$ cat src/sv/sha256_byte_stream_hasher_top_assert.svh
// assertion macros for the sha256 byte stream hasher top level
// depends on nothing; included inside the top level module body
`ifndef SHA256_BYTE_STREAM_HASHER_TOP_ASSERT_SVH
`define SHA256_BYTE_STREAM_HASHER_TOP_ASSERT_SVH
// assert that a condition implies another on the same edge
`define SHB_ASSERT_IMP(label, cond, prop) \
	label: assert property (@(posedge clk) disable iff (!arst_n) (cond) |-> (prop)) \
		else $error("assertion failed");
// assert that a condition implies another on the next edge
`define SHB_ASSERT_NEXT(label, cond, prop) \
	label: assert property (@(posedge clk) disable iff (!arst_n) (cond) |=> (prop)) \
		else $error("assertion failed");
`endif

$ cat src/sv/shb_pkg.sv
// shared types, constants and functions of the sha256 byte stream hasher
// depends on nothing
package shb_pkg;
	localparam int WORDS = 8;
	localparam int ROUNDS = 64;
	localparam int BLOCK_BYTES = 64;
	localparam int LENGTH_POS = 56;
	localparam logic [7:0] PAD_MARK = 8'h80;

	// controller to datapath commands
	typedef struct packed {
		logic load_byte;   // write byte at fill point
		logic pad_byte;    // write pad byte at fill point
		logic start_blk;   // capture chaining value into working vars
		logic round;       // run one round
		logic finish_blk;  // add working vars into chaining value
		logic reset_msg;   // back to initial hash, clear length
	} shb_cmd_t;

	typedef logic [31:0] word_t;

	function automatic word_t rotr(input word_t x, input int n);
		rotr = (x >> n) | (x << (32 - n));
	endfunction

	function automatic word_t k_const(input logic [5:0] i);
		word_t k [64];
		k = '{
			32'h428a2f98, 32'h71374491, 32'hb5c0fbcf, 32'he9b5dba5,
			32'h3956c25b, 32'h59f111f1, 32'h923f82a4, 32'hab1c5ed5,
			32'hd807aa98, 32'h12835b01, 32'h243185be, 32'h550c7dc3,
			32'h72be5d74, 32'h80deb1fe, 32'h9bdc06a7, 32'hc19bf174,
			32'he49b69c1, 32'hefbe4786, 32'h0fc19dc6, 32'h240ca1cc,
			32'h2de92c6f, 32'h4a7484aa, 32'h5cb0a9dc, 32'h76f988da,
			32'h983e5152, 32'ha831c66d, 32'hb00327c8, 32'hbf597fc7,
			32'hc6e00bf3, 32'hd5a79147, 32'h06ca6351, 32'h14292967,
			32'h27b70a85, 32'h2e1b2138, 32'h4d2c6dfc, 32'h53380d13,
			32'h650a7354, 32'h766a0abb, 32'h81c2c92e, 32'h92722c85,
			32'ha2bfe8a1, 32'ha81a664b, 32'hc24b8b70, 32'hc76c51a3,
			32'hd192e819, 32'hd6990624, 32'hf40e3585, 32'h106aa070,
			32'h19a4c116, 32'h1e376c08, 32'h2748774c, 32'h34b0bcb5,
			32'h391c0cb3, 32'h4ed8aa4a, 32'h5b9cca4f, 32'h682e6ff3,
			32'h748f82ee, 32'h78a5636f, 32'h84c87814, 32'h8cc70208,
			32'h90befffa, 32'ha4506ceb, 32'hbef9a3f7, 32'hc67178f2};
		k_const = k[i];
	endfunction

	function automatic word_t h_init(input logic [2:0] i);
		word_t h [8];
		h = '{32'h6a09e667, 32'hbb67ae85, 32'h3c6ef372, 32'ha54ff53a,
			32'h510e527f, 32'h9b05688c, 32'h1f83d9ab, 32'h5be0cd19};
		h_init = h[i];
	endfunction
endpackage

$ cat src/sv/shb_ctrl.sv
// controller state machine of the sha256 byte stream hasher
// depends on shb_pkg
module shb_ctrl (
	input  logic              clk,
	input  logic              arst_n,
	input  logic              in_valid,
	output logic              in_stall,
	input  logic              has_byte,
	input  logic              end_of_message,
	input  logic [6:0]        fill,
	output shb_pkg::shb_cmd_t cmd,
	output logic [5:0]        round_idx,
	output logic              pad_sel,   // datapath writes pad/zero/length at fill
	output logic              out_valid,
	input  logic              out_stall,
	output logic [2:0]        word_index,
	output logic              busy
);
	import shb_pkg::*;

	typedef enum logic [6:0] {
		ST_IDLE  = 7'b0000001,
		ST_START = 7'b0000010,
		ST_ROUND = 7'b0000100,
		ST_FIN   = 7'b0001000,
		ST_PAD   = 7'b0010000,
		ST_EMIT  = 7'b0100000,
		ST_CLEAR = 7'b1000000
	} state_t;

	state_t state_q, state_d;
	logic [5:0] round_q;
	logic [2:0] word_q;
	logic final_q;   // padding in progress
	logic eom_q;     // end_of_message as seen on the last accepted beat
	logic extra_q;   // mark landed past the length slot, length goes in one more block

	assign round_idx = round_q;
	assign word_index = word_q;
	assign out_valid = (state_q == ST_EMIT);
	assign in_stall = (state_q != ST_IDLE);
	assign busy = (state_q != ST_IDLE);
	assign pad_sel = (state_q == ST_PAD);

	logic acc;
	assign acc = in_valid && (state_q == ST_IDLE);

	always_comb begin
		cmd = '0;
		state_d = state_q;
		unique case (state_q)
			ST_IDLE: begin
				if (acc) begin
					cmd.load_byte = has_byte;
					if (has_byte && fill == 7'(BLOCK_BYTES - 1))
						state_d = ST_START;
					else if (end_of_message)
						state_d = ST_PAD;
				end
			end
			ST_START: begin
				cmd.start_blk = 1'b1;
				state_d = ST_ROUND;
			end
			ST_ROUND: begin
				cmd.round = 1'b1;
				if (round_q == 6'(ROUNDS - 1))
					state_d = ST_FIN;
			end
			ST_FIN: begin
				cmd.finish_blk = 1'b1;
				if (final_q && !extra_q)
					state_d = ST_EMIT;
				else if (final_q || eom_q)
					state_d = ST_PAD;
				else
					state_d = ST_IDLE;
			end
			ST_PAD: begin
				// one byte per cycle up to the block end
				cmd.pad_byte = 1'b1;
				if (fill == 7'(BLOCK_BYTES - 1))
					state_d = ST_START;
			end
			ST_EMIT: begin
				if (!out_stall && word_q == 3'(WORDS - 1))
					state_d = ST_CLEAR;
			end
			ST_CLEAR: begin
				cmd.reset_msg = 1'b1;
				state_d = ST_IDLE;
			end
			default: state_d = ST_IDLE;
		endcase
	end

	always_ff @(posedge clk or negedge arst_n) begin
		if (!arst_n) begin
			state_q <= ST_IDLE;
			round_q <= '0;
			word_q <= '0;
			final_q <= 1'b0;
			eom_q <= 1'b0;
			extra_q <= 1'b0;
		end else begin
			state_q <= state_d;
			if (cmd.round) round_q <= round_q + 6'd1;
			else if (cmd.start_blk) round_q <= '0;
			if (state_q == ST_EMIT && !out_stall) word_q <= word_q + 3'd1;
			if (acc) eom_q <= end_of_message;
			if (state_q == ST_PAD && !final_q) extra_q <= (fill >= 7'(LENGTH_POS));
			if (cmd.finish_blk) extra_q <= 1'b0;
			if (state_q == ST_PAD) final_q <= 1'b1;
			if (cmd.reset_msg) begin
				final_q <= 1'b0;
				eom_q <= 1'b0;
			end
		end
	end
endmodule

$ cat src/sv/shb_datapath.sv
// datapath: block buffer, schedule, round unit, chaining value, length
// depends on shb_pkg
module shb_datapath (
	input  logic              clk,
	input  logic              arst_n,
	input  shb_pkg::shb_cmd_t cmd,
	input  logic [5:0]        round_idx,
	input  logic [7:0]        data_byte,
	input  logic              pad_first,  // high while padding; the first pad byte is the mark
	input  logic [2:0]        word_index,
	output logic [6:0]        fill,
	output logic [31:0]       digest_word
);
	import shb_pkg::*;

	// block buffer as sixteen big-endian words, one byte lane written per beat
	logic [31:0] blk_q [16];
	logic [31:0] w_q [16];
	logic [31:0] h_q [WORDS];
	logic [31:0] v_q [WORDS];
	logic [6:0]  fill_q;
	logic [63:0] len_q;
	logic        mark_q;   // pad mark already written

	assign fill = fill_q;
	assign digest_word = h_q[word_index];

	logic [63:0] bits;
	logic [7:0]  pad_val;
	logic [5:0]  lpos;
	logic [4:0]  lane;
	assign bits = {len_q[60:0], 3'b000};
	assign lpos = fill_q[5:0];
	assign lane = {~lpos[1:0], 3'b000};

	always_comb begin
		if (!mark_q && pad_first)
			pad_val = PAD_MARK;
		else if (fill_q >= 7'(LENGTH_POS) && mark_q)
			pad_val = bits[{~lpos[2:0], 3'b000} +: 8];
		else
			pad_val = 8'h00;
	end

	// the mark goes first; length only if mark already in an earlier slot
	logic len_ok_q;

	logic [31:0] s0, s1, wnew, t1, t2, e, a;
	assign s0 = rotr(w_q[1], 7) ^ rotr(w_q[1], 18) ^ (w_q[1] >> 3);
	assign s1 = rotr(w_q[14], 17) ^ rotr(w_q[14], 19) ^ (w_q[14] >> 10);
	assign wnew = w_q[0] + s0 + w_q[9] + s1;
	assign e = v_q[4];
	assign a = v_q[0];
	assign t1 = v_q[7] + (rotr(e, 6) ^ rotr(e, 11) ^ rotr(e, 25))
		+ ((e & v_q[5]) ^ (~e & v_q[6])) + k_const(round_idx) + w_q[0];
	assign t2 = (rotr(a, 2) ^ rotr(a, 13) ^ rotr(a, 22))
		+ ((a & v_q[1]) ^ (a & v_q[2]) ^ (v_q[1] & v_q[2]));

	always_ff @(posedge clk) begin
		if (cmd.load_byte) blk_q[lpos[5:2]][lane +: 8] <= data_byte;
		if (cmd.pad_byte) begin
			if (!mark_q || fill_q < 7'(LENGTH_POS) || !len_ok_q)
				blk_q[lpos[5:2]][lane +: 8] <= (!mark_q) ? PAD_MARK : 8'h00;
			else
				blk_q[lpos[5:2]][lane +: 8] <= pad_val;
		end
		if (cmd.start_blk)
			for (int i = 0; i < 16; i++)
				w_q[i] <= blk_q[i];
		else if (cmd.round) begin
			for (int i = 0; i < 15; i++) w_q[i] <= w_q[i+1];
			w_q[15] <= wnew;
		end
		if (cmd.start_blk)
			for (int i = 0; i < WORDS; i++) v_q[i] <= h_q[i];
		else if (cmd.round) begin
			for (int i = 1; i < WORDS; i++) v_q[i] <= v_q[i-1];
			v_q[4] <= v_q[3] + t1;
			v_q[0] <= t1 + t2;
		end
	end

	always_ff @(posedge clk or negedge arst_n) begin
		if (!arst_n) begin
			fill_q <= '0;
			len_q <= '0;
			mark_q <= 1'b0;
			len_ok_q <= 1'b0;
			for (int i = 0; i < WORDS; i++) h_q[i] <= h_init(3'(i));
		end else begin
			if (cmd.load_byte) begin
				fill_q <= fill_q + 7'd1;
				len_q <= len_q + 64'd1;
			end
			if (cmd.pad_byte) begin
				fill_q <= fill_q + 7'd1;
				if (!mark_q) begin
					mark_q <= 1'b1;
					len_ok_q <= (fill_q < 7'(LENGTH_POS));
				end
			end
			if (cmd.finish_blk) begin
				for (int i = 0; i < WORDS; i++) h_q[i] <= h_q[i] + v_q[i];
				// last block holds the length: keep fill at 64 as a marker
				if (!(mark_q && len_ok_q)) fill_q <= '0;
				if (mark_q) len_ok_q <= 1'b1;
			end
			if (cmd.reset_msg) begin
				fill_q <= '0;
				len_q <= '0;
				mark_q <= 1'b0;
				len_ok_q <= 1'b0;
				for (int i = 0; i < WORDS; i++) h_q[i] <= h_init(3'(i));
			end
		end
	end
endmodule

$ cat src/sv/sha256_byte_stream_hasher_top.sv
// top level of the sha256 byte stream hasher
// depends on shb_pkg, shb_ctrl, shb_datapath and the assertion header
//
// channel  direction  fields                                   handshake
// in       input      data_byte, has_byte, end_of_message      in_valid / in_stall
// out      output     digest_word, word_index, last_word       out_valid / out_stall
//
// a byte that does not fill a block is just written to the buffer; a full block adds a load,
// 64 rounds on the one round unit and an add-back
// end of message: pad bytes up to the block end and one or two compressions, then
// the eight digest words and a clear step; arst_n returns the initial hash and zero length
// out_stall holds the current digest word; input is stalled while busy
module sha256_byte_stream_hasher_top (
	input  logic        clk,
	input  logic        arst_n,
	input  logic        in_valid,
	output logic        in_stall,
	input  logic [7:0]  data_byte,
	input  logic        has_byte,
	input  logic        end_of_message,
	output logic        out_valid,
	input  logic        out_stall,
	output logic [31:0] digest_word,
	output logic [2:0]  word_index,
	output logic        last_word
);
	import shb_pkg::*;

	shb_cmd_t   cmd;
	logic [5:0] round_idx;
	logic [6:0] fill;
	logic       pad_sel;
	logic       busy;

	shb_ctrl u_ctrl (
		.clk(clk), .arst_n(arst_n), .in_valid(in_valid), .in_stall(in_stall),
		.has_byte(has_byte), .end_of_message(end_of_message), .fill(fill),
		.cmd(cmd), .round_idx(round_idx), .pad_sel(pad_sel),
		.out_valid(out_valid), .out_stall(out_stall), .word_index(word_index),
		.busy(busy)
	);

	shb_datapath u_dp (
		.clk(clk), .arst_n(arst_n), .cmd(cmd), .round_idx(round_idx),
		.data_byte(data_byte), .pad_first(pad_sel), .word_index(word_index),
		.fill(fill), .digest_word(digest_word)
	);

	assign last_word = (word_index == 3'(WORDS - 1));

	`include "sha256_byte_stream_hasher_top_assert.svh"

	`SHB_ASSERT_IMP(a_no_accept_busy, busy, in_stall)
	`SHB_ASSERT_IMP(a_out_not_idle, out_valid, busy)
	`SHB_ASSERT_NEXT(a_last_then_clear, out_valid && !out_stall && last_word, !out_valid)
endmodule
$ cat config.mk
export PLATFORM = sky130hd
export DESIGN_NAME = sha256_byte_stream_hasher_top
export DESIGN_NICKNAME = d
export VERILOG_FILES = /design/src/sv/shb_pkg.sv /design/src/sv/shb_ctrl.sv /design/src/sv/shb_datapath.sv /design/src/sv/sha256_byte_stream_hasher_top.sv
export VERILOG_INCLUDE_DIRS = /design/src /design/src/sv
export SDC_FILE = /design/constraint.sdc
export NUM_CORES = 2
export LEC_CHECK = 0
export ABC_AREA = 1
export BUFFER_PORTS_ARGS = -buffer_cell sky130_fd_sc_hd__buf_2
export CAP_MARGIN = 5
export CORE_UTILIZATION = 40
export CTS_CLUSTER_DIAMETER = 40
export DETAILED_ROUTE_END_ITERATION = 6
export SETUP_SLACK_MARGIN = 0.05
export SYNTH_ARGS = -nofsm -noshare
export SYNTH_HDL_FRONTEND = slang
export SYNTH_SLANG_ARGS = --single-unit
$ cat constraint.sdc
create_clock -name clk -period 21.9 [get_ports clk]
set_input_delay 3.285 -clock clk [delete_from_list [all_inputs] [get_ports clk]]
set_output_delay 3.285 -clock clk [all_outputs]
set_load 0.005 [all_outputs]
# After elaboration in Yosys (flattened, before gate mapping)
# Memory sizes are Yosys's and may differ from the RTL's.
# Cells that the tools add are included.
dict set report classes {
  add_sub_neg 23
  order_cmp 4
  n_eq_ne 16
  shift 5
  muxes 150
  bitwise_logic 120
  reduce_logical 25
}
# cell n
set op_table {}
lappend op_table {{$mux W32} 32}
lappend op_table {{$add A32 B32 Y32} 18}
lappend op_table {{$mux W256} 2}
lappend op_table {{$xor A32 B32 Y32} 9}
lappend op_table {{$and A32 B32 Y32} 5}
lappend op_table {{$mux W64} 2}
lappend op_table {{$bmux W32 S3} 1}
lappend op_table {{$shiftx A8 B7 Y32} 3}
lappend op_table {{$mux W1} 94}
lappend op_table {{$or A1 B1 Y1} 89}
lappend op_table {{$mux W7} 11}
lappend op_table {{$add A64 B1 Y64 const B} 1}
lappend op_table {{$shiftx A64 B7 Y8} 1}
lappend op_table {{$pmux W7 S6} 1}
lappend op_table {{$not A32 Y32} 1}
lappend op_table {{$or A10 B32 Y32} 1}
lappend op_table {{$or A13 B32 Y32} 1}
lappend op_table {{$or A14 B32 Y32} 1}
lappend op_table {{$or A15 B32 Y32} 1}
lappend op_table {{$or A19 B32 Y32} 1}
lappend op_table {{$or A21 B32 Y32} 1}
lappend op_table {{$or A25 B32 Y32} 1}
lappend op_table {{$or A26 B32 Y32} 1}
lappend op_table {{$or A30 B32 Y32} 1}
lappend op_table {{other kinds (37)} 64}
dict set report totals {
  regBits 348
  ram_bits 1280
  mem_bits_ro 2048
  input_bits 14
  out_inout_bits 38
  wordCells 365
  n_memories 4
}
# memory depth width read_ports rd_clocked_by_memory_dff write_ports line_no
set memory_table {}
lappend memory_table {{(no name shown)} 64 32 1 0 0 shb_pkg.sv:45} ;# k_const = k[i];
lappend memory_table {u_dp.blk_q 16 32 16 0 1 shb_datapath.sv:17} ;# logic [31:0] blk_q [16];
lappend memory_table {u_dp.w_q 16 32 16 0 16 shb_datapath.sv:18} ;# logic [31:0] w_q [16];
lappend memory_table {u_dp.v_q 8 32 8 0 8 shb_datapath.sv:20} ;# logic [31:0] v_q [WORDS];

# Longest topological paths before layout
# An unclocked memory read counts as a cell.
dict set report depth {
  depth_word 10
  depth_mapped 46
  mapped_depth_nobuf 45
}

# By module
# From an unflattened synthesis, not the netlist that was laid out.
dict set report hier_totals {
  hier_cells 11097
  hier_area_um2 97090.6
}
# module n_inst cells_per_inst area_each_um2 seq_area_each_um2
set by_module_without_submodules {}
lappend by_module_without_submodules {shb_datapath 1 10939 95924.5 46764.9}
lappend by_module_without_submodules {shb_ctrl 1 155 1152.4 476.7}
lappend by_module_without_submodules {sha256_byte_stream_hasher_top 1 3 13.8 0.0}

# Least setup slack after synthesis
# OpenSTA, ideal clock, no wires.
dict set report synth_path {
  kind {register to register}
  startpoint {register u_ctrl.state_q[2]}
  endpoint {register u_ctrl.round_q[2], in the netlist u_ctrl.round_idx[2]}
  setup_time_ns 0.794
  arrival_ns 16.278
  required_time_ns 21.106
  path_slack_ns 4.828
  stages_incl_launch_ff 7
  n_path_buf 0
  synth_period_minus_slack_ns 17.072
  path_cell_list {dfrtp_1 -> nor4_1 -> nand2_1 -> inv_2 -> nor2_1 -> inv_1 -> o21ai_0}
}
dict set report synth_via {
  elab_chain_len 3
  word_cells_on_any_way 6
  cone_classes {eq/ne: 2; mux: 3; reduce/logical: 1}
}
# element line_no
set synth_lines {}
lappend synth_lines {{start: declaration} shb_ctrl.sv:31} ;# state_t state_q, state_d;
lappend synth_lines {{start signal: assignment} shb_ctrl.sv:106} ;# state_q <= state_d;
lappend synth_lines {{$eq A7 B3 Y1 / $eq A7 B2 Y1 (equally long branches)} shb_ctrl.sv:51} ;# unique case (state_q)
lappend synth_lines {{$mux W1} shb_ctrl.sv:51}
lappend synth_lines {{$mux W6 / $reduce_bool A2 Y1 (equally long branches)} n/a}
lappend synth_lines {{end signal: assignment} shb_ctrl.sv:107} ;# if (cmd.round) round_q <= round_q + 6'd1;
lappend synth_lines {{end: declaration} shb_ctrl.sv:32} ;# logic [5:0] round_q;
# Several ways; a longest one is shown, not always the timed one.
# A chain may end at the register's enable or synchronous reset.

==> results.txt <==
Async set or reset register ratio after synthesis: 21.18%
Filler instances: 23073
Pin count of the biggest net entering global routing: 172
#FFs+latches synth: 1624
Setup TNS Final: 0 ns
RD Place Congestion: 1.055
IO buf count: 51
EDFF count, synth: 1280
Most common cell on crit path: nand2_1
Slowest CP cell: xor2_1
Post-CTS Resized: 0
Die H: 495.3 microns
Worst Tran Pin Value: 1.584 ns
Slew Viols, Final: 2
CTS Buffer Depth: 4
Total global routing overflow: 0
Die area: 0.2453 sq mm
Setup Fix Bufs, Post-CTS: 0
Final hold vios: 0
Final setup viols: 0
Period utilisation layout: 43.27%
Placed Cells: 14104
IO Count: 52
Global-route wire length before repair: 562700 microns
Clock latency on the worst-skew pair: 0.89 ns
CTS Hold Buffers Added: 0
Net Count, Synth: 11774
Antenna Nets Post-Route: 0
Post-Route WL: 394000 microns
Die Span X: 495.3 microns
Post-synth cell types: 71
Syn avg cell area: 8.717 sq um
Layout Skew: 0.09483 ns
Most frequent cells in the layout: 3240 x nand2_1, 1280 x edfxtp_1, 1187 x inv_1
Global Route Usage Sum: 31.60%
Sequential share of the synthesized area: 48.51%
Starting density of the core: 40.35%
CP max stage delay: 0.78 ns
Pre-Repair DR Iteration Count: 7
Failing checks: design-rule violations, max-capacitance violations, max-slew violations
Synth Flop Type: edfxtp_1
CTS Buf Count: 305
Max Cap Viol: 1
Status: finished, violations left
Fraction of layout cells with a size suffix above 1: 7.796%
Vias: 83659
Fmax: 0.1055 GHz
Post-Syn Instances: 11166
Worst-path maximum fanout: 16
Mapped Area: 0.09733 sq mm
Final non-filler cell total: 14660
HPWL Detailed: 294100 microns
Cell Rows: 180
# nets final: 11834
Hold Path Class: flip-flop to flip-flop
Antenna violations before repair: 22
Power per cell area: 79.57 mW/mm^2
Slew HR: -6.736%
Setup CP Type: flip-flop to flip-flop
Unrepaired setup endpoints after global routing: no
Endpoint required time on the critical path: 22.46 ns
P_leak: 48.11 nW
Ys Warns: 0
Area occupied by registers: 0.04722 sq mm
Crit end category: flip-flop
Synth-to-Final Area Change: 14.41%
Commonest non-fill, non-tap cell in the layout: nand2_1
H-tree levels: 5
Fin crit period: 9.477 ns
Clock-pin slew on the worst setup and hold paths: 0.06 ns
Core area: 0.2412 sq mm
Maximum VDD drop: 0.00007796 V
Clock root cell: clkbuf_16
Worst setup SP type: flip-flop
Multi-input logic area: 0.04414 sq mm
Vias in the first global route: 79319
CTS tree: done
Iter 0 DRT Violations: 10186
DRC viols: 1
Total clock sinks: 1624
Worst path arrival time: 10.03 ns
Wire length per cell: 26.88 microns
Vias/cell: 5.707
## per-stage QoR
stage	total power, W	hold WS [ns]	area, sq um	worst slack, ns	utilization, %
floorplan	0.003826	0.4523	97330	4.828	-
global placement	0.004134	0.4830	101000	12.70	41.87
detailed placement	0.004140	0.4901	101000	12.79	41.87
CTS	0.008914	0.4679	111300	12.71	46.16
global route	0.009087	0.4746	111300	12.07	46.16
finish	0.008861	0.4654	111400	12.42	46.17
## cell type report
type	count	area share, %
inverter	1202	4.082
timing repair buffer	158	0.9820
tap	3185	3.579
sequential	1624	42.40
antenna	7	0.01573
clock buffer	341	7.150
multi-input combinational	7935	39.64
clock inverter	208	2.148
## flip-flops by register name (all words and copies together) (netlist names)
name	cells
u_dp.w_q	512
u_dp.len_ok_q	1
u_ctrl.extra_q	1
u_dp.fill	7
u_dp.len_q	61
u_ctrl.final_q	1
u_dp.h_q	256
u_dp.blk_q	512
u_ctrl.round_idx	6
u_dp.v_q	256
u_ctrl.state_q	7
u_ctrl.eom_q	1
u_ctrl.word_index	3
## power breakdown
group | total (W) | leakage (nW) | internal [W] | switching [W]
registers | 0.00345 | 16.2 | 0.00343 | 0.0000199
logic | 0.000628 | 26.9 | 0.000130 | 0.000498
clock network | 0.00478 | 5.01 | 0.00306 | 0.00172
total | 0.00886 | 48.1 | 0.00663 | 0.00224
## worst max-delay path: cells and delay by family, from the launching register on
kind	cells	cell delay, ns
compound gates	6	1.74
xor+xnor	1	0.78
fa+ha+maj	8	3.49
buf+inv	5	0.77
flops	1	0.77
simple gates	11	1.61
## cells by family (layout without fill, tap and decap cells)
kind of cell             after synthesis  after routing  synth area share (%)
AND/OR/NAND/NOR                     4666           4666                 19.21
AO/OA/AOI/OAI                       2234           2234                 12.86
flip-flops                          1624           1624                 48.51
buffers and inverters               1607           1909                 6.249
adder cells (fa/ha/maj)              620            620                 9.407
XOR/XNOR                             397            397                 3.572
multiplexers                          18             18                0.1851
other                                  0              7                     0
## cells in the mapped netlist, types with 7 or more instances
library cell  instances  share of area, %
buf_1                35              0.13
buf_2                39              0.20
o21bai_1             38              0.29
nand4_1              81              0.52
inv_2                 9             0.035
a221oi_1             17              0.15
inv_1              1190               4.6
a31o_2               11             0.099
ha_1                399               5.1
o211ai_1             34              0.26
a22oi_1              21              0.16
o22ai_1             124              0.80
o221ai_1             31              0.28
nand2_1            3242                13
dfrtp_1             207               5.3
and3_1                7             0.045
a21o_1               67              0.52
xnor2_1             160               1.4
o21a_1               50              0.39
a21boi_0             34              0.26
o2111ai_1             7             0.063
a211oi_1              9             0.069
fa_1                195               4.0
xor2_1              237               2.1
o311ai_0             11             0.099
o21ai_1              20              0.10
a21oi_1             742               3.8
nor4_1               32              0.21
a31oi_1              65              0.42
o31ai_1              22              0.17
dfstp_2             137               3.7
edfxtp_1           1280                39
nand3_1             348               1.8
or2_2                18              0.12
nor3_1              120              0.62
o21ai_0             903               4.6
maj3_1               26              0.27
nand3b_1             18              0.14
nor2_1              767               3.0
clkbuf_1            331               1.3
mux2i_1              18              0.19
## layer usage
| metal | wire length (microns) | global-route usage [%] | up-vias |
|---|---|---|---|
| met5 | 257 | 0 | - |
| met4 | 18730 | 13.36 | 20 |
| met3 | 39220 | 7.173 | 837 |
| met2 | 169600 | 47.23 | 4259 |
| met1 | 166200 | 43.88 | 40774 |
| li1 | - | - | 37769 |
## worst paths after layout
kind                                      from               end  slack (ns)  depth (start not counted)
setup / recovery           u_ctrl.round_idx[1]   u_dp.v_q[0][23]       12.42                         31
hold / removal              u_dp.blk_q[15][10]  u_dp.w_q[15][10]        0.47                          2
setup reg to reg           u_ctrl.round_idx[1]   u_dp.v_q[0][23]       12.42                         31
hold reg to reg             u_dp.blk_q[15][10]  u_dp.w_q[15][10]        0.47                          2
max in group asynchronous               arst_n    u_dp.len_q[36]       16.74                          4
min in group asynchronous               arst_n      u_dp.h_q[62]        2.51                          1
(Power assumes the default switching activity.)
